## config.mk

```make
export PLATFORM = sky130hd
export DESIGN_NAME = html_js_text_escaper
export DESIGN_NICKNAME = d
export VERILOG_FILES = /design/src/hw/rtl/hjte_pkg.sv /design/src/hw/rtl/hjte_front.sv /design/src/hw/rtl/hjte_queue.sv /design/src/hw/rtl/hjte_back.sv /design/src/hw/rtl/html_js_text_escaper.sv
export SDC_FILE = /design/constraint.sdc
export NUM_CORES = 1
export LEC_CHECK = 0
export BUFFER_PORTS_ARGS = -buffer_cell sky130_fd_sc_hd__buf_2
export CORE_ASPECT_RATIO = 0.8
export CORE_MARGIN = 2
export CORE_UTILIZATION = 45
export CTS_CLUSTER_DIAMETER = 60
export DETAILED_ROUTE_END_ITERATION = 12
export GPL_TIMING_DRIVEN = 0
export SLEW_MARGIN = 15
export SYNTH_ARGS = -nofsm -noshare
export SYNTH_HDL_FRONTEND = slang
export SYNTH_HIERARCHICAL = 1
export SYNTH_SLANG_ARGS = --single-unit
```

## constraint.sdc

```tcl
create_clock -name clk -period 16.23 [get_ports clk]
set_input_delay 0.8115 -clock clk [delete_from_list [all_inputs] [get_ports clk]]
set_output_delay 0.8115 -clock clk [all_outputs]
set_load 0.05 [all_outputs]
```

## src/hw/rtl/hjte_pkg.sv

```systemverilog
// Package for the HTML / JS text escaper: payload structs, sequence kinds,
// queue job type and the escape byte table. No dependencies.
package hjte_pkg;

	localparam int unsigned CountW  = 12;
	localparam int unsigned BudgetW = 13;
	localparam int unsigned LenW    = 3;
	localparam logic [BudgetW-1:0] BudgetCap   = 13'd4096;
	localparam logic [BudgetW-1:0] BudgetReset = 13'd1536;

	typedef enum logic {
		MODE_HTML = 1'b0,
		MODE_JS   = 1'b1
	} escape_mode_t;

	typedef enum logic {
		REG_ESCAPE_MODE   = 1'b0,
		REG_OUTPUT_BUDGET = 1'b1
	} cfg_reg_t;

	typedef struct packed {
		logic [7:0] text_byte;
		logic       end_of_text;
	} src_item_t;

	typedef struct packed {
		logic [7:0]        out_byte;
		logic              run_last;
		logic              string_done;
		logic [CountW-1:0] out_length;
	} dst_item_t;

	typedef enum logic [2:0] {
		KIND_PLAIN,
		KIND_AMP,
		KIND_LT,
		KIND_GT,
		KIND_QUOT,
		KIND_APOS,
		KIND_JS
	} seq_kind_t;

	// One queued run of output bytes.
	typedef struct packed {
		logic              eot;
		seq_kind_t         kind;
		logic [7:0]        ch;
		logic [LenW-1:0]   len;
		logic [CountW-1:0] base;
	} job_t;

	typedef struct packed {
		logic valid;
		job_t job;
	} job_port_t;

	function automatic logic [LenW-1:0] seq_len(input seq_kind_t kind);
		unique case (kind)
			KIND_PLAIN: seq_len = 3'd1;
			KIND_JS:    seq_len = 3'd2;
			KIND_LT,
			KIND_GT:    seq_len = 3'd4;
			KIND_AMP,
			KIND_APOS:  seq_len = 3'd5;
			KIND_QUOT:  seq_len = 3'd6;
			default:    seq_len = 3'd1;
		endcase
	endfunction

	function automatic seq_kind_t classify(input escape_mode_t mode, input logic [7:0] ch);
		classify = KIND_PLAIN;
		if (mode == MODE_HTML) begin
			case (ch)
				8'h26:   classify = KIND_AMP;
				8'h3C:   classify = KIND_LT;
				8'h3E:   classify = KIND_GT;
				8'h22:   classify = KIND_QUOT;
				8'h27:   classify = KIND_APOS;
				default: classify = KIND_PLAIN;
			endcase
		end else begin
			case (ch)
				8'h5C, 8'h22, 8'h27: classify = KIND_JS;
				default:             classify = KIND_PLAIN;
			endcase
		end
	endfunction

	// Byte k of the escaped sequence; entities are left-aligned in 48 bits.
	function automatic logic [7:0] seq_byte(input seq_kind_t kind, input logic [7:0] ch,
		input logic [LenW-1:0] k);
		logic [47:0] ent;
		ent = 48'h0;
		seq_byte = ch;
		unique case (kind)
			KIND_AMP:  ent = {"&amp;", 8'h00};
			KIND_LT:   ent = {"&lt;", 16'h0000};
			KIND_GT:   ent = {"&gt;", 16'h0000};
			KIND_QUOT: ent = "&quot;";
			KIND_APOS: ent = {"&#39;", 8'h00};
			default:   ent = 48'h0;
		endcase
		unique case (kind)
			KIND_PLAIN: seq_byte = ch;
			KIND_JS:    seq_byte = (k == 3'd0) ? 8'h5C : ch;
			default:    seq_byte = ent[6'd47 - {k, 3'b000} -: 8];
		endcase
	endfunction

endpackage

```

## src/hw/rtl/hjte_front.sv

```systemverilog
// Front part: accepts items, classifies them and checks the budget.
// Depends on hjte_pkg.
module hjte_front (
	input  logic                       clk,
	input  logic                       arst_n,
	input  logic                       src_valid,
	output logic                       src_stall,
	input  hjte_pkg::src_item_t        src_data,
	input  logic                       cfg_valid,
	output logic                       cfg_ready,
	input  hjte_pkg::cfg_reg_t         cfg_index,
	input  logic [hjte_pkg::BudgetW-1:0] cfg_data,
	input  logic                       q_full,
	output hjte_pkg::job_port_t        push
);
	import hjte_pkg::*;

	escape_mode_t       mode_q;
	logic [BudgetW-1:0] budget_q;
	logic [CountW-1:0]  count_q;
	logic               stopped_q;

	seq_kind_t          kind;
	logic [LenW-1:0]    len;
	logic [BudgetW-1:0] cap;
	logic [BudgetW-1:0] sum;
	logic               fits;
	logic               accept;

	assign cfg_ready = 1'b1;
	assign src_stall = q_full;
	assign accept    = src_valid && !q_full;

	always_comb begin
		kind = classify(mode_q, src_data.text_byte);
		len  = seq_len(kind);
		cap  = (budget_q > BudgetCap) ? BudgetCap : budget_q;
		sum  = {1'b0, count_q} + {{(BudgetW-LenW){1'b0}}, len};
		fits = sum < cap;

		push.valid    = accept && (src_data.end_of_text || (!stopped_q && fits));
		push.job.eot  = src_data.end_of_text;
		push.job.kind = src_data.end_of_text ? KIND_PLAIN : kind;
		push.job.ch   = src_data.end_of_text ? 8'h00 : src_data.text_byte;
		push.job.len  = src_data.end_of_text ? 3'd1 : len;
		push.job.base = count_q;
	end

	always_ff @(posedge clk or negedge arst_n) begin
		if (!arst_n) begin
			mode_q    <= MODE_HTML;
			budget_q  <= BudgetReset;
			count_q   <= '0;
			stopped_q <= 1'b0;
		end else begin
			if (cfg_valid && cfg_ready) begin
				unique case (cfg_index)
					REG_ESCAPE_MODE:   mode_q   <= escape_mode_t'(cfg_data[0]);
					REG_OUTPUT_BUDGET: budget_q <= cfg_data;
					default:           ;
				endcase
			end
			if (accept) begin
				if (src_data.end_of_text) begin
					count_q   <= '0;
					stopped_q <= 1'b0;
				end else if (!stopped_q) begin
					if (fits) begin
						count_q <= sum[CountW-1:0];
					end else begin
						stopped_q <= 1'b1;
					end
				end
			end
		end
	end

endmodule

```

## src/hw/rtl/hjte_queue.sv

```systemverilog
// Two-entry job queue between front and back parts.
// Depends on hjte_pkg.
module hjte_queue (
	input  logic                clk,
	input  logic                arst_n,
	input  hjte_pkg::job_port_t push,
	output logic                full,
	input  logic                pop,
	output hjte_pkg::job_port_t head
);
	import hjte_pkg::*;

	job_t       mem_q [2];
	logic       wr_q;
	logic       rd_q;
	logic [1:0] cnt_q;

	assign full       = (cnt_q == 2'd2);
	assign head.valid = (cnt_q != 2'd0);
	assign head.job   = mem_q[rd_q];

	always_ff @(posedge clk) begin
		if (push.valid) begin
			mem_q[wr_q] <= push.job;
		end
	end

	always_ff @(posedge clk or negedge arst_n) begin
		if (!arst_n) begin
			wr_q  <= 1'b0;
			rd_q  <= 1'b0;
			cnt_q <= 2'd0;
		end else begin
			if (push.valid) wr_q <= ~wr_q;
			if (pop)        rd_q <= ~rd_q;
			case ({push.valid, pop})
				2'b10:   cnt_q <= cnt_q + 2'd1;
				2'b01:   cnt_q <= cnt_q - 2'd1;
				default: cnt_q <= cnt_q;
			endcase
		end
	end

endmodule

```

## src/hw/rtl/hjte_back.sv

```systemverilog
// Back part: expands queued jobs into result beats, one byte per cycle while dst is not stalled.
// Depends on hjte_pkg.
module hjte_back (
	input  logic                clk,
	input  logic                arst_n,
	input  hjte_pkg::job_port_t head,
	output logic                pop,
	output logic                dst_valid,
	input  logic                dst_stall,
	output hjte_pkg::dst_item_t dst_data
);
	import hjte_pkg::*;

	logic [LenW-1:0] k_q;
	logic            dst_valid_q;
	dst_item_t       dst_q;
	logic            advance;
	logic            last;
	dst_item_t       beat;

	assign dst_valid = dst_valid_q;
	assign dst_data  = dst_q;
	assign advance   = head.valid && (!dst_valid_q || !dst_stall);
	assign last      = (k_q == head.job.len - 3'd1);
	assign pop       = advance && last;

	always_comb begin
		beat.out_byte    = head.job.eot ? 8'h00 : seq_byte(head.job.kind, head.job.ch, k_q);
		beat.run_last    = last;
		beat.string_done = head.job.eot;
		beat.out_length  = head.job.eot ? head.job.base
			: head.job.base + {{(CountW-LenW){1'b0}}, k_q} + 12'd1;
	end

	always_ff @(posedge clk) begin
		if (advance) begin
			dst_q <= beat;
		end
	end

	always_ff @(posedge clk or negedge arst_n) begin
		if (!arst_n) begin
			k_q         <= '0;
			dst_valid_q <= 1'b0;
		end else begin
			if (advance) begin
				k_q         <= last ? '0 : k_q + 3'd1;
				dst_valid_q <= 1'b1;
			end else if (!dst_stall) begin
				dst_valid_q <= 1'b0;
			end
		end
	end

endmodule

```

## src/hw/rtl/html_js_text_escaper.sv

```systemverilog
// An item's first result beat reaches dst through the job queue and the result register.
// Throughput: one result beat per cycle while dst is not stalled; a character yields one
// beat per escaped byte (1 plain, 2 JS, 4 to 6 for an entity), via the back part's counter.
// The two-entry job queue lets the source run ahead while a long entity drains.
// Reset (arst_n low, asynchronous): mode HTML, budget 1536, count and stop flag cleared,
// queue emptied, no result beat pending.
module html_js_text_escaper (
	input  logic                         clk,
	input  logic                         arst_n,
	input  logic                         src_valid,
	output logic                         src_stall,
	input  hjte_pkg::src_item_t          src_data,
	output logic                         dst_valid,
	input  logic                         dst_stall,
	output hjte_pkg::dst_item_t          dst_data,
	input  logic                         cfg_valid,
	output logic                         cfg_ready,
	input  hjte_pkg::cfg_reg_t           cfg_index,
	input  logic [hjte_pkg::BudgetW-1:0] cfg_data
);
	import hjte_pkg::*;

	// Jobs flow front -> queue -> back; the queue head is held until its last beat.
	job_port_t push;
	job_port_t head;
	logic      q_full;
	logic      pop;

	// Classify each beat, keep the running count and drop output once a text's count would reach the budget.
	hjte_front u_front (
		.clk       (clk),
		.arst_n    (arst_n),
		.src_valid (src_valid),
		.src_stall (src_stall),
		.src_data  (src_data),
		.cfg_valid (cfg_valid),
		.cfg_ready (cfg_ready),
		.cfg_index (cfg_index),
		.cfg_data  (cfg_data),
		.q_full    (q_full),
		.push      (push)
	);

	// Hold up to two pending runs so a stalled sink blocks classification only once both are full.
	hjte_queue u_queue (
		.clk    (clk),
		.arst_n (arst_n),
		.push   (push),
		.full   (q_full),
		.pop    (pop),
		.head   (head)
	);

	// Advance through each run's bytes into the registered result beat.
	hjte_back u_back (
		.clk       (clk),
		.arst_n    (arst_n),
		.head      (head),
		.pop       (pop),
		.dst_valid (dst_valid),
		.dst_stall (dst_stall),
		.dst_data  (dst_data)
	);

endmodule
```

==> results.yml, run 1 <==
outcome:
  outcome: "complete, no violations"
place:
  portBuffers: 51
  dp_hpwl_um: 9220
  placed_area_sq_mm: 0.00673
  dp.cells: 745
  routabilityCongestion: 0.845
global_route:
  grt_use_total: 0.180
  grt_pass1_wl_um: 20300
  grt_pass1_vias: 3972
  antenna_found_initial: 0
  grt_max_degree: 36
  overflow: 0
clock_tree:
  clockRootBuffer: "clkbuf_16"
  clkSlewWorstSetupHoldPaths_ns: 0.07
  clkSinkCount: 111
  cts_max_path_buffers: 2
  cts_resized: 0
  insertion_delay_ns: 0.35
  cts_tree: "yes"
  cts_hold_buf: 0
  cts_buffers: 9
  htree_levels: 3
  postCtsSetupBuffers: 0
power:
  swShare: 0.405
  p_leak_nw: 2.90
  switchingPower_mw: 0.529
  comb_power_share: 0.498
  internal-power_mw: 0.777
  p_seq_frac: 0.346
  power_mw: 1.31
  p_per_area_mw_per_mm2: 186
  clkPwrFrac: 0.156
  peakVddDrop_mv: 0.0911
route:
  ant_nets: 0
  wire_per_inst_um: 16.1
  wirelength_um: 12200
  drt_iter0_markers: 263
  drtPass1Iterations: 4
  post-route-drc-count: 0
  via_per_inst: 5.25
  vias: 3993
floorplanning:
  core_area_sq_mm: 0.0135
  rows: 38
  ios: 53
  die_x_um: 135
  dieArea_sq_mm: 0.0147
  start_util: 0.457
  die_h_um: 109
worst_setup_path:
  worstPathRequired_ns: 16.22
  path_buf_inv: 4
  start_kind: "input port"
  cp_top_family: "simple AND/OR/NAND/NOR gates"
  worstSetupPathType: "input port to register"
  slowest_delay_ns: 0.61
  cp_max_fo: 27
  crit_slowest_cell: "and2_2"
  crit_path_frequent_cell: "a21o_1"
  cp.arrival_ns: 5.71
  critPathCaptureType: "register"
  path_cells: "buf_2 > nand4bb_1 > nor4_1 > a21o_1 > mux2i_1 > ha_1 > inv_1 > fa_1 > nor2b_1 > nor2_1 > nor3_1 > xor2_1 > ha_1 > a21o_1 > a21o_1 > a211oi_4 > a22oi_2 > buf_6 > inv_1 > and2_2"
sta:
  max_slew_margin: 0.453
  finalCritPeriodShare: 0.352
  finalMaxSlewViolations: 0
  setup_viol: 0
  tightestPinTransition_ns: 0.820
  max_freq_mhz: 175
  final.setup.tns_ns: 0
  finalHoldViolCount: 0
  clock_skew_ns: 0.00898
  rsz0062_at_grt: "false"
  layout_min_cycle_time_ns: 5.72
synth:
  synth_cells: 512
  syn-num-nets: 564
  synth_edf_count: 76
  synth_flop_cell: "edfxtp_1"
  ys_async_sr_fraction: 0.315
  yosysSeqAreaShare: 0.512
  yosysWarnings: 6
  syn_area_sq_mm: 0.00618
  synth_cell_types: 81
  syn_area_per_cell_sq_um: 12.1
  synth_seq_cells: 111
finish:
  flow.area_growth_from_synthesis_pct: 13.4
  drive_above_1_share: 0.270
  utilization: 0.519
  stdcell_area_sq_mm: 0.00700
  n_antenna_cell: 0
  fin_cells: 761
  final.fill_count: 1210
  num-nets-final: 628
min_path:
  min_path_type: "register to register"
job:
  maxCapViolCount: 0
-- path summary, 6_finish.rpt --
check | from | to | slack, ns | depth (start not counted)
worst max-delay path | src_data[7] | u_queue/mem_q[1][1] | 10.51 | 20
worst min-delay path | u_queue/cnt_q[1] | u_queue/cnt_q[1] | 0.48 | 1
worst max register to register | u_front/mode_q | u_queue/mem_q[1][1] | 11.01 | 19
worst min register to register | u_queue/cnt_q[1] | u_queue/cnt_q[1] | 0.48 | 1
max in group asynchronous | arst_n | u_back/k_q[0] | 15.16 | 1
min in group asynchronous | arst_n | u_front/budget_q[11] | 0.55 | 1
-- metal layers --
layer | GRT usage | wire length [um] | part of all wire | up-vias
li1 | - | - | - | 1995
met4 | 0.0655 | 260 | 0.021 | 0
met2 | 0.270 | 5270 | 0.43 | 91
met5 | 0 | 0 | 0 | -
met1 | 0.258 | 6140 | 0.50 | 1887
met3 | 0.0395 | 573 | 0.047 | 20
-- sequential cells by signal, indices dropped and copies added (netlist names) --
register / count
u_front/stopped_q: 1
u_back/dst_valid: 1
u_back/k_q: 3
u_front/mode_q: 1
u_front/count_q: 12
u_queue/cnt_q: 2
u_queue/mem_q: 54
u_queue/rd_q: 1
u_front/budget_q: 13
u_back/dst_data: 22
u_queue/wr_q: 1
-- through the flow --
stage / hold WS [ns] / worst slack [ns]
finish: 0.477 / 10.51
global route: 0.502 / 10.11
CTS: 0.481 / 10.50
detailed placement: 0.467 / 10.14
global placement: 0.456 / 8.93
floorplan: 0.443 / 10.31
-- final cells by class --
cell class	count	area (sq um)	area share
Buffer	28	223	0.0318
Clock buffer	11	233	0.0332
Clock inverter	5	40.0	0.00572
Inverter	22	82.6	0.0118
Multi-Input combinational cell	351	2730	0.390
Sequential cell	111	3160	0.451
Tap cell	180	225	0.0322
Timing Repair Buffer	53	310	0.0443
-- power groups by stage --
stage               Combinational, mW  Clock [mW]  Sequential [mW]
floorplan                       0.399           0            0.555
detailed placement              0.652           0            0.459
finish                          0.650       0.204            0.452
global route                    0.713       0.221            0.462
global placement                0.630           0            0.457
CTS                             0.654       0.212            0.453
-- layout by cell type, fill, tap and decap left out, types with 3 or more instances in the layout --
cell type,count
a221o_1,4
and3b_1,3
a31oi_1,4
mux2_4,20
xnor2_1,12
or3_1,4
clkbuf_16,9
o211ai_1,4
dfrtp_1,33
a21bo_2,3
and3_1,3
buf_2,56
or2_2,4
o21ai_0,19
nand2_1,34
mux2_2,23
buf_6,6
nand3_1,10
nor3_1,10
nor2b_1,23
clkbuf_1,7
nor3b_1,3
a21o_1,5
edfxtp_1,76
a21oi_1,10
nand2b_1,12
inv_1,21
xor2_1,15
nand4_1,6
buf_4,9
ha_1,22
a221oi_1,4
nor2_1,30
-- worst reg2reg max path, delay by kind of cell (launching register included) --
family	cells	cell delay, ns
and+or+nand+nor	6	1.77
muxes	1	0.22
adders and majority gates	3	0.95
buffers and inverters	3	0.32
DFF	1	0.43
AOI/OAI and AO/OA	5	1.00
xor gates and xnor gates	1	0.14
-- synthesized netlist by cell type (3+ instances only) --
master	number	area, sq um
o21ai_0	19	95.1
and3_1	3	18.8
inv_1	21	78.8
nand3_1	10	50.1
a21oi_1	10	50.1
or2_2	4	25.0
or3_1	4	25.0
xor2_1	15	131
buf_2	5	25.0
buf_6	6	67.6
clkbuf_1	5	18.8
edfxtp_1	76	2280
buf_4	9	67.6
a21o_1	5	37.5
dfrtp_1	33	826
nor3b_1	3	22.5
a21bo_2	3	30.0
nand4_1	6	37.5
nand2_1	34	128
a31oi_1	4	25.0
nor3_1	10	50.1
ha_1	22	275
a221o_1	4	40.0
nor2_1	31	116
and3b_1	3	26.3
and2_1	3	18.8
nand2b_1	12	75.1
o211ai_1	4	30.0
xnor2_1	12	105
mux2_2	23	259
nor2b_1	23	144
a221oi_1	4	35.0
mux2_4	20	300
-- cell families (layout without fill, tap and decap cells) --
| kind of cell | after synthesis | after routing | share of synthesized area |
|---|---|---|---|
| and+or+nand+nor | 166 | 166 | 0.148 |
| xor gates and xnor gates | 28 | 28 | 0.0419 |
| other | 1 | 1 | 0.000607 |
| adders and majority gates | 24 | 24 | 0.0511 |
| DFF | 111 | 111 | 0.512 |
| buffers and inverters | 50 | 119 | 0.0494 |
| muxes | 44 | 44 | 0.0922 |
| AOI/OAI and AO/OA | 88 | 88 | 0.105 |
Note: power is estimated with default switching activity, not from simulation.
==> run 2, diff against run 1 <==
Settings changed: PLACE_DENSITY from default to 0.65.
Clock period 16.23 ns to 4.75 ns, I/O delays scaled along.
==> results.yml, run 2 (same netlist as run 1, synthesis figures left out) <==
sta:
  tightestPinTransition_ns: 0.865
  final.setup.tns_ns: 0
  finalMaxSlewViolations: 0
  setup_viol: 0
  finalHoldViolCount: 5
  finalCritPeriodShare: 0.970
  max_slew_margin: 0.423
  holdWs_ns: -0.0150
  layout_min_cycle_time_ns: 4.61
  clock_skew_ns: 0.0126
  max_freq_mhz: 217
power:
  p_leak_nw: 2.99
  peakVddDrop_mv: 0.258
  p_per_area_mw_per_mm2: 638
route:
  drt_iter0_markers: 315
  ant_nets: 0
  post-route-drc-count: 0
  vias: 4205
  drtPass1Iterations: 5
  via_per_inst: 5.40
  wirelength_um: 13000
  wire_per_inst_um: 16.7
finish:
  n_antenna_cell: 0
  final_cell_mix: "edfxtp_1 (76), buf_2 (56), nand2_1 (34), dfrtp_1 (32), nor2_1 (29)"
  final_common_cell: "edfxtp_1"
  stdcell_area_sq_mm: 0.00726
  regMostFlops: "u_queue/mem_q"
  num-nets-final: 645
  flow.area_growth_from_synthesis_pct: 17.5
  drive_above_1_share: 0.319
  largest_register_ffs: 54
worst_setup_path:
  slowest_delay_ns: 0.51
  path_buf_inv: 6
  cp_max_fo: 5
  worstPathRequired_ns: 5.03
  cp.arrival_ns: 4.89
  cp_top_family: "simple AND/OR/NAND/NOR gates"
  crit_slowest_cell: "nor4_1"
  path_cells: "buf_2 > nand4bb_1 > nor4_1 > a21o_1 > mux2i_2 > ha_2 > inv_1 > fa_2 > nor2b_4 > nor2_2 > nor3_2 > xor2_1 > ha_1 > nand4_1 > buf_4 > nor3_4 > a211oi_4 > a22oi_2 > buf_6 > clkinvlp_4 > inv_4 > ha_1 > nor2_1 > xor2_1"
  start_kind: "input port"
  critPathCaptureType: "register"
  worstSetupPathType: "input port to register"
outcome:
  outcome: "complete, but fails checks"
  violations: "hold timing"
global_route:
  overflow: 0
  grt_use_total: 0.182
  grt_pass1_vias: 3979
  grt_max_degree: 36
  antenna_found_initial: 0
  grt_pass1_wl_um: 20400
clock_tree:
  clockRootBuffer: "clkbuf_16"
  insertion_delay_ns: 0.35
  cts_buffers: 9
  cts_tree: "yes"
  htree_levels: 3
  clkSlewWorstSetupHoldPaths_ns: 0.08
  cts_max_path_buffers: 2
  clkSinkCount: 111
  cts_hold_buf: 0
floorplanning:
  rows: 38
  core_area_sq_mm: 0.0135
  dieArea_sq_mm: 0.0147
  start_util: 0.457
  ios: 53
  die_h_um: 109
  die_x_um: 135
job:
  maxCapViolCount: 0
place:
  dp_hpwl_um: 9070
  routabilityCongestion: 0.883
  portBuffers: 51
  placed_area_sq_mm: 0.00670
min_path:
  min_path_type: "input port to asynchronous set/reset pin"
run 2: cell types whose count changed in the layout (fill, tap and decap cells not counted), sizes merged:
cell / previous run / this run
clkinvlp: 0 / 3
clkinv: 3 / 2
clkbuf: 16 / 14
and2: 4 / 5
buf: 76 / 91
nor2: 31 / 32
run 2: layer usage:
| layer | global-route usage | part of all wire | wire [um] | vias to the layer above |
|---|---|---|---|---|
| met2 | 0.287 | 0.46 | 5970 | 126 |
| met3 | 0.0339 | 0.048 | 622 | 15 |
| met4 | 0.0603 | 0.014 | 178 | 0 |
| met5 | 0 | 0 | 0 | - |
| li1 | - | - | - | 2041 |
| met1 | 0.256 | 0.48 | 6200 | 2023 |
run 2: worst paths after layout:
check / startpoint / end / slack (ns) / depth (start not counted)
setup / recovery: src_data[7] / u_queue/cnt_q[1] / 0.14 / 24
hold / removal: arst_n / u_front/budget_q[11] / -0.02 / 1
setup reg to reg: u_front/mode_q / u_queue/cnt_q[1] / 0.26 / 23
hold reg to reg: u_queue/cnt_q[1] / u_queue/cnt_q[1] / 0.49 / 1
max in group asynchronous: arst_n / u_front/mode_q / 4.15 / 1
min in group clk: cfg_data[10] / u_front/budget_q[10] / 0.11 / 2
run 2: final cells by class:
class / instances / area, sq um
Multi-Input combinational cell: 353 / 2830
Clock inverter: 7 / 73.8
Tap cell: 180 / 225
Timing Repair Buffer: 68 / 428
Sequential cell: 111 / 3160
Clock buffer: 9 / 225
Buffer: 28 / 223
Fill cell: 1170 / 6240
Inverter: 22 / 88.8
run 2: power by group:
group / switching, mW / leakage [nW] / internal, mW
clock network: 0.376 / 0.140 / 0.373
registers: 0.132 / 1.15 / 1.42
logic: 1.40 / 1.70 / 0.929
total: 1.91 / 2.99 / 2.72
run 2: per-stage QoR:
step	power (mW)	worst slack (ns)	hold WS, ns	instances	util
after global routing	4.92	-0.0586	0.0345	778	0.538
after global placement	3.71	-0.718	0.390	743	0.494
after CTS	4.59	0.0413	0.0183	767	0.526
final	4.63	0.142	-0.0150	778	0.538
after floorplan	3.26	0.138	-0.0581	512	-
after detailed placement	3.77	-0.829	0.402	744	0.496
run 2: repair_timing:
action	in CTS	in global routing
setup endpoints to repair	56	56
cloned	1	1
pin swaps	5	6
gates resized for setup	6	17
setup buffers	6	10
